**config.mk**
```make
export PLATFORM = sky130hd
export DESIGN_NAME = um32_register_execute_unit_flat
export DESIGN_NICKNAME = d
export VERILOG_FILES = /design/src/rtl/core/um32_pkg.sv /design/src/rtl/core/um32_stream_if.sv /design/src/rtl/core/um32_divider.sv /design/src/rtl/core/um32_register_execute_unit.sv /design/src/flat_wrapper.sv
export SDC_FILE = /design/constraint.sdc
export NUM_CORES = 2
export LEC_CHECK = 0
export ABC_AREA = 1
export BUFFER_PORTS_ARGS = -buffer_cell sky130_fd_sc_hd__buf_2
export CAP_MARGIN = 25
export CORE_MARGIN = 2
export CORE_UTILIZATION = 45
export DETAILED_ROUTE_END_ITERATION = 16
export GPL_ROUTABILITY_DRIVEN = 0
export PLACE_DENSITY = 0.74
export SYNTH_ARGS = -nofsm -noshare
export SYNTH_HDL_FRONTEND = slang
export SYNTH_SLANG_ARGS = --single-unit
```
**constraint.sdc**
```tcl
create_clock -name clk -period 6.6 [get_ports clk]
set_clock_uncertainty 0.15 [all_clocks]
set_input_delay 1.32 -clock clk [delete_from_list [all_inputs] [get_ports clk]]
set_output_delay 1.32 -clock clk [all_outputs]
set_load 0.05 [all_outputs]
```
**src/rtl/core/um32_pkg.sv**
```systemverilog
`timescale 1ns / 1ps
// ----------------------------------------------------------------------------
// UM32 package
// Field widths, opcode and action codes shared by the execute unit, divider and testbench.
// ----------------------------------------------------------------------------
package um32_pkg;

  localparam int WordW    = 32;
  localparam int RegAddrW = 3;
  localparam int RegCount = 8;
  localparam int ActW     = 4;
  localparam int OpLsb    = 28;
  localparam int ImmW     = 25;
  localparam int CharLimit = 256;

  typedef logic [WordW-1:0]    word_t;
  typedef logic [RegAddrW-1:0] raddr_t;

  typedef enum logic [3:0] {
    OP_CMOV  = 4'd0,
    OP_LOAD  = 4'd1,
    OP_STORE = 4'd2,
    OP_ADD   = 4'd3,
    OP_MUL   = 4'd4,
    OP_DIV   = 4'd5,
    OP_NAND  = 4'd6,
    OP_HALT  = 4'd7,
    OP_MAP   = 4'd8,
    OP_UNMAP = 4'd9,
    OP_OUT   = 4'd10,
    OP_IN    = 4'd11,
    OP_PROG  = 4'd12,
    OP_IMM   = 4'd13
  } opcode_t;

  typedef enum logic [ActW-1:0] {
    ACT_NONE     = 4'd0,
    ACT_LOAD     = 4'd1,
    ACT_STORE    = 4'd2,
    ACT_MAP      = 4'd3,
    ACT_UNMAP    = 4'd4,
    ACT_OUT      = 4'd5,
    ACT_IN       = 4'd6,
    ACT_PROG     = 4'd7,
    ACT_HALT     = 4'd8,
    ACT_DIVZERO  = 4'd9,
    ACT_ILLEGAL  = 4'd10,
    ACT_REJECTED = 4'd11
  } action_t;

  typedef struct packed {
    logic  mode;
    word_t instr_word;
    word_t response_value;
  } in_item_t;

  typedef struct packed {
    logic [ActW-1:0] action;
    word_t           operand_x;
    word_t           operand_y;
    word_t           operand_z;
  } out_item_t;

  typedef struct packed {
    logic  start;
    word_t dividend;
    word_t divisor;
  } div_req_t;

  typedef struct packed {
    logic  busy;
    logic  done;
    word_t quotient;
  } div_rsp_t;

endpackage

```
**src/rtl/core/um32_stream_if.sv**
```systemverilog
`timescale 1ns / 1ps
// ----------------------------------------------------------------------------
// UM32 stream interface
// Valid/ready channel carrying one item of a given payload type.
// ----------------------------------------------------------------------------
interface um32_stream_if #(
  parameter type payload_t = logic
);
  logic     valid;
  logic     ready;
  payload_t payload;

  modport source (output valid, output payload, input ready);
  modport sink (input valid, input payload, output ready);
endinterface

```
**src/rtl/core/um32_divider.sv**
```systemverilog
`timescale 1ns / 1ps
// ----------------------------------------------------------------------------
// UM32 divider
// Unsigned restoring divider, one quotient bit per cycle.
// ----------------------------------------------------------------------------
module um32_divider
  import um32_pkg::*;
(
  input  logic     clk,
  input  logic     rst,
  input  div_req_t req,
  output div_rsp_t rsp
);

  localparam int CntW = $clog2(WordW + 1);

  logic [CntW-1:0] count;
  logic            busy;
  logic            done;
  word_t           quo;
  word_t           rem;
  word_t           dsr;
  logic [WordW:0]  trial;

  assign trial = {rem, quo[WordW-1]} - {1'b0, dsr};

  always_ff @(posedge clk) begin
    if (rst) begin
      busy  <= 1'b0;
      done  <= 1'b0;
      count <= '0;
    end else begin
      done <= 1'b0;
      if (req.start && !busy) begin
        busy  <= 1'b1;
        count <= CntW'(WordW);
        quo   <= req.dividend;
        rem   <= '0;
        dsr   <= req.divisor;
      end else if (busy) begin
        if (trial[WordW]) begin
          rem <= {rem[WordW-2:0], quo[WordW-1]};
          quo <= {quo[WordW-2:0], 1'b0};
        end else begin
          rem <= trial[WordW-1:0];
          quo <= {quo[WordW-2:0], 1'b1};
        end
        count <= count - 1'b1;
        if (count == CntW'(1)) begin
          busy <= 1'b0;
          done <= 1'b1;
        end
      end
    end
  end

  assign rsp.busy     = busy;
  assign rsp.done     = done;
  assign rsp.quotient = quo;

`ifndef SYNTHESIS
  a_done_ends_busy: assert property (@(posedge clk) disable iff (rst)
    rsp.done |-> !rsp.busy)
    else $error("divider done while busy");
  a_start_busy: assert property (@(posedge clk) disable iff (rst)
    (req.start && !busy) |=> busy)
    else $error("divider did not start");
  a_count_busy: assert property (@(posedge clk) disable iff (rst)
    busy |-> count != '0)
    else $error("divider count empty while busy");
`endif

endmodule

```
**src/rtl/core/um32_register_execute_unit.sv**
```systemverilog
`timescale 1ns / 1ps
// ----------------------------------------------------------------------------
// UM32 register execute unit
// Executes universal machine instructions against an eight-word register
// file and issues memory, I/O and control requests as result items.
// ----------------------------------------------------------------------------
// Usage:
//   in_ch  carries {mode, instr_word, response_value}; mode 0 is an
//   instruction, mode 1 returns the value of a load, map or input request
//   to the pending target register.
//   out_ch carries {action, operand_x, operand_y, operand_z}, one item for
//   every input item, in order.
// Timing:
//   An item is read from the register file (synchronous memory, three read
//   ports) as it is taken, then executed and written back. A divide then
//   waits in S_DIV for the bit-serial divider. The result lands in an output
//   register; the next item is taken once that register is empty or being
//   drained and the unit is idle, so no item enters before the last is done.
// Reset:
//   rst clears the register file in a sweep, one entry a cycle, and
//   clears the pending response state. No item is taken during the sweep.
// Stall:
//   While out_ch is stalled the held result stays and no new item enters.
// ----------------------------------------------------------------------------
module um32_register_execute_unit
  import um32_pkg::*;
(
  input  logic clk,
  input  logic rst,
  um32_stream_if.sink   in_ch,
  um32_stream_if.source out_ch
);

  typedef enum logic [2:0] {
    S_CLEAR,
    S_IDLE,
    S_EXEC,
    S_DIV
  } state_t;

  state_t    state;
  raddr_t    clr_addr;
  in_item_t  item;
  word_t     regs [RegCount];
  word_t     rd_b;
  word_t     rd_c;
  word_t     rd_a;
  logic      awaiting;
  raddr_t    pending;
  out_item_t result;
  logic      out_valid;
  logic      wr_en;
  raddr_t    wr_addr;
  word_t     wr_data;
  div_req_t  div_req;
  div_rsp_t  div_rsp;

  logic [3:0] op;
  raddr_t     fa;
  raddr_t     fb;
  raddr_t     fc;
  raddr_t     in_a;
  raddr_t     in_b;
  raddr_t     in_c;
  word_t      product;
  logic       accept;
  logic       out_free;
  out_item_t  exec_res;
  logic       exec_div;
  logic       set_wait;
  raddr_t     wait_tgt;

  assign op   = item.instr_word[WordW-1:OpLsb];
  assign fa   = item.instr_word[8:6];
  assign fb   = item.instr_word[5:3];
  assign fc   = item.instr_word[2:0];
  assign in_a = in_ch.payload.instr_word[8:6];
  assign in_b = in_ch.payload.instr_word[5:3];
  assign in_c = in_ch.payload.instr_word[2:0];

  assign out_free    = !out_valid || out_ch.ready;
  assign in_ch.ready = (state == S_IDLE) && out_free;
  assign accept      = in_ch.valid && in_ch.ready;

  always_ff @(posedge clk) begin
    if (accept) begin
      rd_a <= regs[in_a];
      rd_b <= regs[in_b];
      rd_c <= regs[in_c];
    end
    if (wr_en) begin
      regs[wr_addr] <= wr_data;
    end
  end

  assign product = WordW'(rd_b * rd_c);

  assign div_req.start    = (state == S_EXEC) && exec_div;
  assign div_req.dividend = rd_b;
  assign div_req.divisor  = rd_c;

  um32_divider u_div (
    .clk (clk),
    .rst (rst),
    .req (div_req),
    .rsp (div_rsp)
  );

  always_comb begin
    wr_en   = 1'b0;
    wr_addr = fa;
    wr_data = '0;
    if (state == S_CLEAR) begin
      wr_en   = 1'b1;
      wr_addr = clr_addr;
    end else if (state == S_DIV) begin
      wr_en   = div_rsp.done;
      wr_data = div_rsp.quotient;
    end else if (state == S_EXEC) begin
      if (item.mode) begin
        wr_en   = awaiting;
        wr_addr = pending;
        wr_data = item.response_value;
      end else if (!awaiting) begin
        case (op)
          OP_CMOV: begin
            wr_en   = (rd_c != '0);
            wr_data = rd_b;
          end
          OP_ADD: begin
            wr_en   = 1'b1;
            wr_data = rd_b + rd_c;
          end
          OP_MUL: begin
            wr_en   = 1'b1;
            wr_data = product;
          end
          OP_NAND: begin
            wr_en   = 1'b1;
            wr_data = ~(rd_b & rd_c);
          end
          OP_IMM: begin
            wr_en   = 1'b1;
            wr_addr = item.instr_word[ImmW+RegAddrW-1:ImmW];
            wr_data = WordW'(item.instr_word[ImmW-1:0]);
          end
          default: begin
            wr_en = 1'b0;
          end
        endcase
      end
    end
  end

  always_comb begin
    exec_res = '0;
    exec_div = 1'b0;
    set_wait = 1'b0;
    wait_tgt = fa;
    if (!item.mode) begin
      if (awaiting) begin
        exec_res.action = ACT_REJECTED;
      end else begin
        case (op)
          OP_LOAD: begin
            exec_res = '{ACT_LOAD, rd_b, rd_c, '0};
            set_wait = 1'b1;
            wait_tgt = fa;
          end
          OP_STORE: exec_res = '{ACT_STORE, rd_a, rd_b, rd_c};
          OP_DIV: begin
            if (rd_c == '0) begin
              exec_res.action = ACT_DIVZERO;
            end else begin
              exec_div = 1'b1;
            end
          end
          OP_HALT: exec_res.action = ACT_HALT;
          OP_MAP: begin
            exec_res = '{ACT_MAP, rd_c, '0, '0};
            set_wait = 1'b1;
            wait_tgt = fb;
          end
          OP_UNMAP: exec_res = '{ACT_UNMAP, rd_c, '0, '0};
          OP_OUT: begin
            if (rd_c < WordW'(CharLimit)) begin
              exec_res = '{ACT_OUT, rd_c, '0, '0};
            end
          end
          OP_IN: begin
            exec_res.action = ACT_IN;
            set_wait = 1'b1;
            wait_tgt = fc;
          end
          OP_PROG: exec_res = '{ACT_PROG, rd_b, rd_c, '0};
          OP_CMOV, OP_ADD, OP_MUL, OP_NAND, OP_IMM: exec_res.action = ACT_NONE;
          default: exec_res.action = ACT_ILLEGAL;
        endcase
      end
    end
  end

  always_ff @(posedge clk) begin
    if (rst) begin
      state     <= S_CLEAR;
      clr_addr  <= '0;
      awaiting  <= 1'b0;
      pending   <= '0;
      out_valid <= 1'b0;
    end else begin
      if (((state == S_EXEC) && !exec_div) || ((state == S_DIV) && div_rsp.done)) begin
        out_valid <= 1'b1;
      end else if (out_ch.ready) begin
        out_valid <= 1'b0;
      end
      case (state)
        S_CLEAR: begin
          clr_addr <= clr_addr + 1'b1;
          if (clr_addr == raddr_t'(RegCount - 1)) begin
            state <= S_IDLE;
          end
        end
        S_IDLE: begin
          if (accept) begin
            item  <= in_ch.payload;
            state <= S_EXEC;
          end
        end
        S_EXEC: begin
          result <= exec_res;
          if (item.mode) begin
            awaiting <= 1'b0;
          end else if (set_wait) begin
            awaiting <= 1'b1;
            pending  <= wait_tgt;
          end
          if (exec_div) begin
            state <= S_DIV;
          end else begin
            state <= S_IDLE;
          end
        end
        S_DIV: begin
          if (div_rsp.done) begin
            state <= S_IDLE;
          end
        end
        default: state <= S_IDLE;
      endcase
    end
  end

  assign out_ch.valid   = out_valid;
  assign out_ch.payload = result;

`ifndef SYNTHESIS
  a_no_take_in_clear: assert property (@(posedge clk) disable iff (rst)
    state == S_CLEAR |-> !in_ch.ready)
    else $error("item taken during clear");
  a_exec_yields: assert property (@(posedge clk) disable iff (rst)
    (state == S_EXEC) |=> (out_valid || state == S_DIV))
    else $error("exec produced no result");
  a_hold_stall: assert property (@(posedge clk) disable iff (rst)
    (out_valid && !out_ch.ready) |=> out_valid && $stable(result))
    else $error("result changed while stalled");
  a_div_start: assert property (@(posedge clk) disable iff (rst)
    div_req.start |=> state == S_DIV)
    else $error("divide not tracked");
`endif

endmodule

```
**src/flat_wrapper.sv**
```systemverilog
// flat-port wrapper written by rule: the top's interface ports become plain ports
module um32_register_execute_unit_flat import um32_pkg::*;
  (clk, rst, in_ch_valid, in_ch_payload, in_ch_ready, out_ch_valid, out_ch_payload, out_ch_ready);
  um32_stream_if #(.payload_t(in_item_t)) in_ch_i ();
  um32_stream_if #(.payload_t(out_item_t)) out_ch_i ();
  input  logic clk;
  input  logic rst;
  input wire logic [$bits(in_ch_i.valid)-1:0] in_ch_valid;
  input wire logic [$bits(in_ch_i.payload)-1:0] in_ch_payload;
  output wire logic [$bits(in_ch_i.ready)-1:0] in_ch_ready;
  output wire logic [$bits(out_ch_i.valid)-1:0] out_ch_valid;
  output wire logic [$bits(out_ch_i.payload)-1:0] out_ch_payload;
  input wire logic [$bits(out_ch_i.ready)-1:0] out_ch_ready;
  assign in_ch_i.valid = in_ch_valid;
  assign in_ch_i.payload = in_ch_payload;
  assign in_ch_ready = in_ch_i.ready;
  assign out_ch_valid = out_ch_i.valid;
  assign out_ch_payload = out_ch_i.payload;
  assign out_ch_i.ready = out_ch_ready;
  um32_register_execute_unit u_core (.clk(clk), .rst(rst), .in_ch(in_ch_i), .out_ch(out_ch_i));
endmodule
```
==> summary.md <==
| Metric | Value |
|---|---|
| Dpl ws | -0.983 ns |
| Min setup slack post-route | -0.864 ns |
| Failing checks | negative setup slack |
| Initial antenna violation count | 8 |
| Min-delay worst type | reg -> reg |
| Sinks on Clock Net | approximately 630 |
| WHS | 0.325 ns |
| Tot GR Track Use | 30.0% |
| Area occupied by multi-input gates | 0.0270 mm^2 |
| TritonCTS clock tree | done |
| Post-synth EDFFs | 613 |
| Setup TNS | -125.51 ns |
| Max cap viols | 0 |
| CP Max Fanout | 8 |
| Outcome | finished, violations left |
| Setup violators final | 184 |
| Syn_area_per_cell | between 8 and 9 um^2 |
| Clk buf depth | 3 |
| Die Ht | 338 um |
| Worst Setup Start Kind | flip-flop |
| Gate Count Post-Synth | 5,827 |
| Nets | 6,836 |
| Clock Pin Slew Worst Setup and Hold Paths | 0.06 ns |
| Slew @ Worst Pin | 1.12 ns |
| Pin count of the biggest net entering global routing | around 130 |
| Worst setup path startpoint | u_core.rd_b[10] |
| Synthesis-to-finish area growth | 17.3% |
| Skew-Pair Late Insertion Delay | ~0.68 ns |
| Detailed placement HPWL | 126,000 um |
| Core Area | 0.111 mm^2 |
| Htree depth | 3 |
| Die Width | about 340 um |
| Antenna viol nets, final | 0 |
| Slowest CP cell | fa_2 |
| # fillers | 9,536 |
| Flops & latches, synth | 631 |
| Main synth FF type | edfxtp_1 |
| Most common cell on crit path | fa_1 |
| Number of port buffers | 170 |
| Gr ovfl total | 0 |
| Worst Hold Path Cells | 2 |
| IO Pins | between 150 and 200 |
| Slew Viols, Final | 0 |
| Hold Crit Start | u_core.pending[2] |
| CP endpoint kind | flip-flop |
| DR DRC count | 0 |
| Worst R2R Path Depth | 28 |
| Setup CP Type | reg -> reg |
| DR iter-0 viols | 6,614 |
| CTS Root Cell | clkbuf_16 |
| Clock period minus worst slack | 7.46 ns |
| Syn Std Cell Area | about 0.050 mm^2 |
| RSZ-0062 raised after global routing | yes |
| Row cnt | 122 |
| CTS Buf Count | 71 |
| CTS Hold Bufs | 0 |
| Tcrit/Tclk final | 113% |
| TritonRoute pass-1 iters | 9 |
| Async S/R FF share, synth | 0% |
| Core Util, Final | ~53% |
| Routed wire length | 172,000 um |
| Die area | 0.114 mm^2 |
| Worst path arrival time | slightly below 8 ns |
| First-pass GRT wire length | roughly 260,000 um |
| R2r startpoint | u_core.rd_b[10] |
| Vias per Instance | around 5.8 |
| FF+latch area | 0.0188 mm^2 |
| Post-synth net total | 6,501 |
| Initial core utilization | 45.3% |
| Final Hold Fails | 0 |
| Max-slew headroom | 25.6% |
| Share of cells above drive strength 1 | 15.1% |
| Via count | 45,000 |
| Register area share after synthesis | 37.5% |
| Yosys warns | 0 |
| WP data required | 6.88 ns |
| Vias in the first global route | 43,800 |
| Slowest stage delay, CP | 0.65 ns |
| FMAX | 134 MHz |
| Count of cell types in the netlist | 61 |
| WL/cell | 22.3 um |
| Flop2flop setup slack | -0.86 ns |
logic make-up (layout without fill, tap and decap cells):
logic type / after synthesis / after routing / synth area share (%)
DFF: 631 / 631 / 37.5
buffers and inverters: 1394 / 1782 / 10.7
xor gates and xnor gates: 43 / 43 / 0.752
AOI/OAI and AO/OA: 1361 / 1361 / 15.6
other: 0 / 2 / 0
and+or+nand+nor: 1793 / 1793 / 14.2
adders and majority gates: 605 / 605 / 21.3
per-layer routing:
metal | part of all wire (%) | wire length, um | track usage (%)
met5 | 0.016 | 28 | 0
met4 | 5.7 | 9830 | 15.1
met3 | 14 | 24500 | 9.70
met2 | 44 | 76400 | 46.7
met1 | 36 | 61000 | 37.5
final cells by class:
| class | count | share of cell area (%) |
|---|---|---|
| tap | 1488 | 3.17 |
| antenna | 2 | 0.00852 |
| timing repair buffer | 608 | 8.28 |
| inverter | 1048 | 6.70 |
| sequential | 631 | 31.9 |
| clock buffer | 84 | 3.14 |
| multi-input combinational | 3802 | 46.0 |
| clock inverter | 42 | 0.784 |
stage by stage:
step                      instance area (um^2)  instances
after global routing                     58700       7703
after global placement                   55300       7532
after floorplan                          50600       5827
after detailed placement                 55300       7534
final                                    58700       7705
after CTS                                58300       7691
placed cells by master, fill, tap and decap left out, drive strengths merged, types with 104 or more instances in the layout:
cell / netlist / layout
nand2: 1169 / 1169
inv: 1048 / 1054
edfxtp: 613 / 613
buf: 112 / 608
o21ai: 545 / 545
nor2: 417 / 417
a21oi: 414 / 414
fa: 410 / 410
ha: 195 / 195
a31oi: 116 / 116
o211ai: 107 / 107
nand3: 104 / 104
worst paths after layout:
check | endpoint
min reg2reg | u_core.pending[2]
max reg2reg | u_core.regs[4][21]
max | u_core.regs[4][21]
min | u_core.pending[2]
what timing repair did:
action / CTS / global route
pin swaps: 62 / 47
gates resized for setup: 106 / 82
endpoints found under the setup margin: 184 / 192
buffers inserted: 31 / 12
registers in the layout, indices dropped and copies added (netlist names), 6 cells and up:
signal,cells
u_core.regs,256
u_core.out_ch.payload,100
u_core.item,56
u_core.rd_a,32
u_core.rd_b,32
u_core.rd_c,32
u_core.u_div.dsr,32
u_core.u_div.quo,32
u_core.u_div.rem,32
u_core.u_div.count,6
worst max-delay path, delay by kind of cell (launching register included):
family | cells | cell delay (ns)
buffers and inverters | 6 | 0.69
flip-flops | 1 | 0.44
AND/OR/NAND/NOR | 5 | 0.44
AO/OA/AOI/OAI | 8 | 1.29
adder cells (fa/ha/maj) | 9 | 4.19
cell usage after synthesis (65+ instances only):
library cell | instances | area share, %
o21ai_0 | 514 | 5.1
a31oi_1 | 116 | 1.4
edfxtp_1 | 613 | 37
o211ai_1 | 107 | 1.6
nor2_1 | 411 | 3.1
a21oi_1 | 411 | 4.1
ha_1 | 195 | 4.9
buf_1 | 65 | 0.49
nand3_1 | 103 | 1.0
clkbuf_1 | 230 | 1.7
fa_1 | 410 | 16
nand2_1 | 1165 | 8.7
inv_1 | 1037 | 7.8
Power is not shown: default switching activity piles up to over one toggle a cycle in this logic, so the estimate is an artifact.
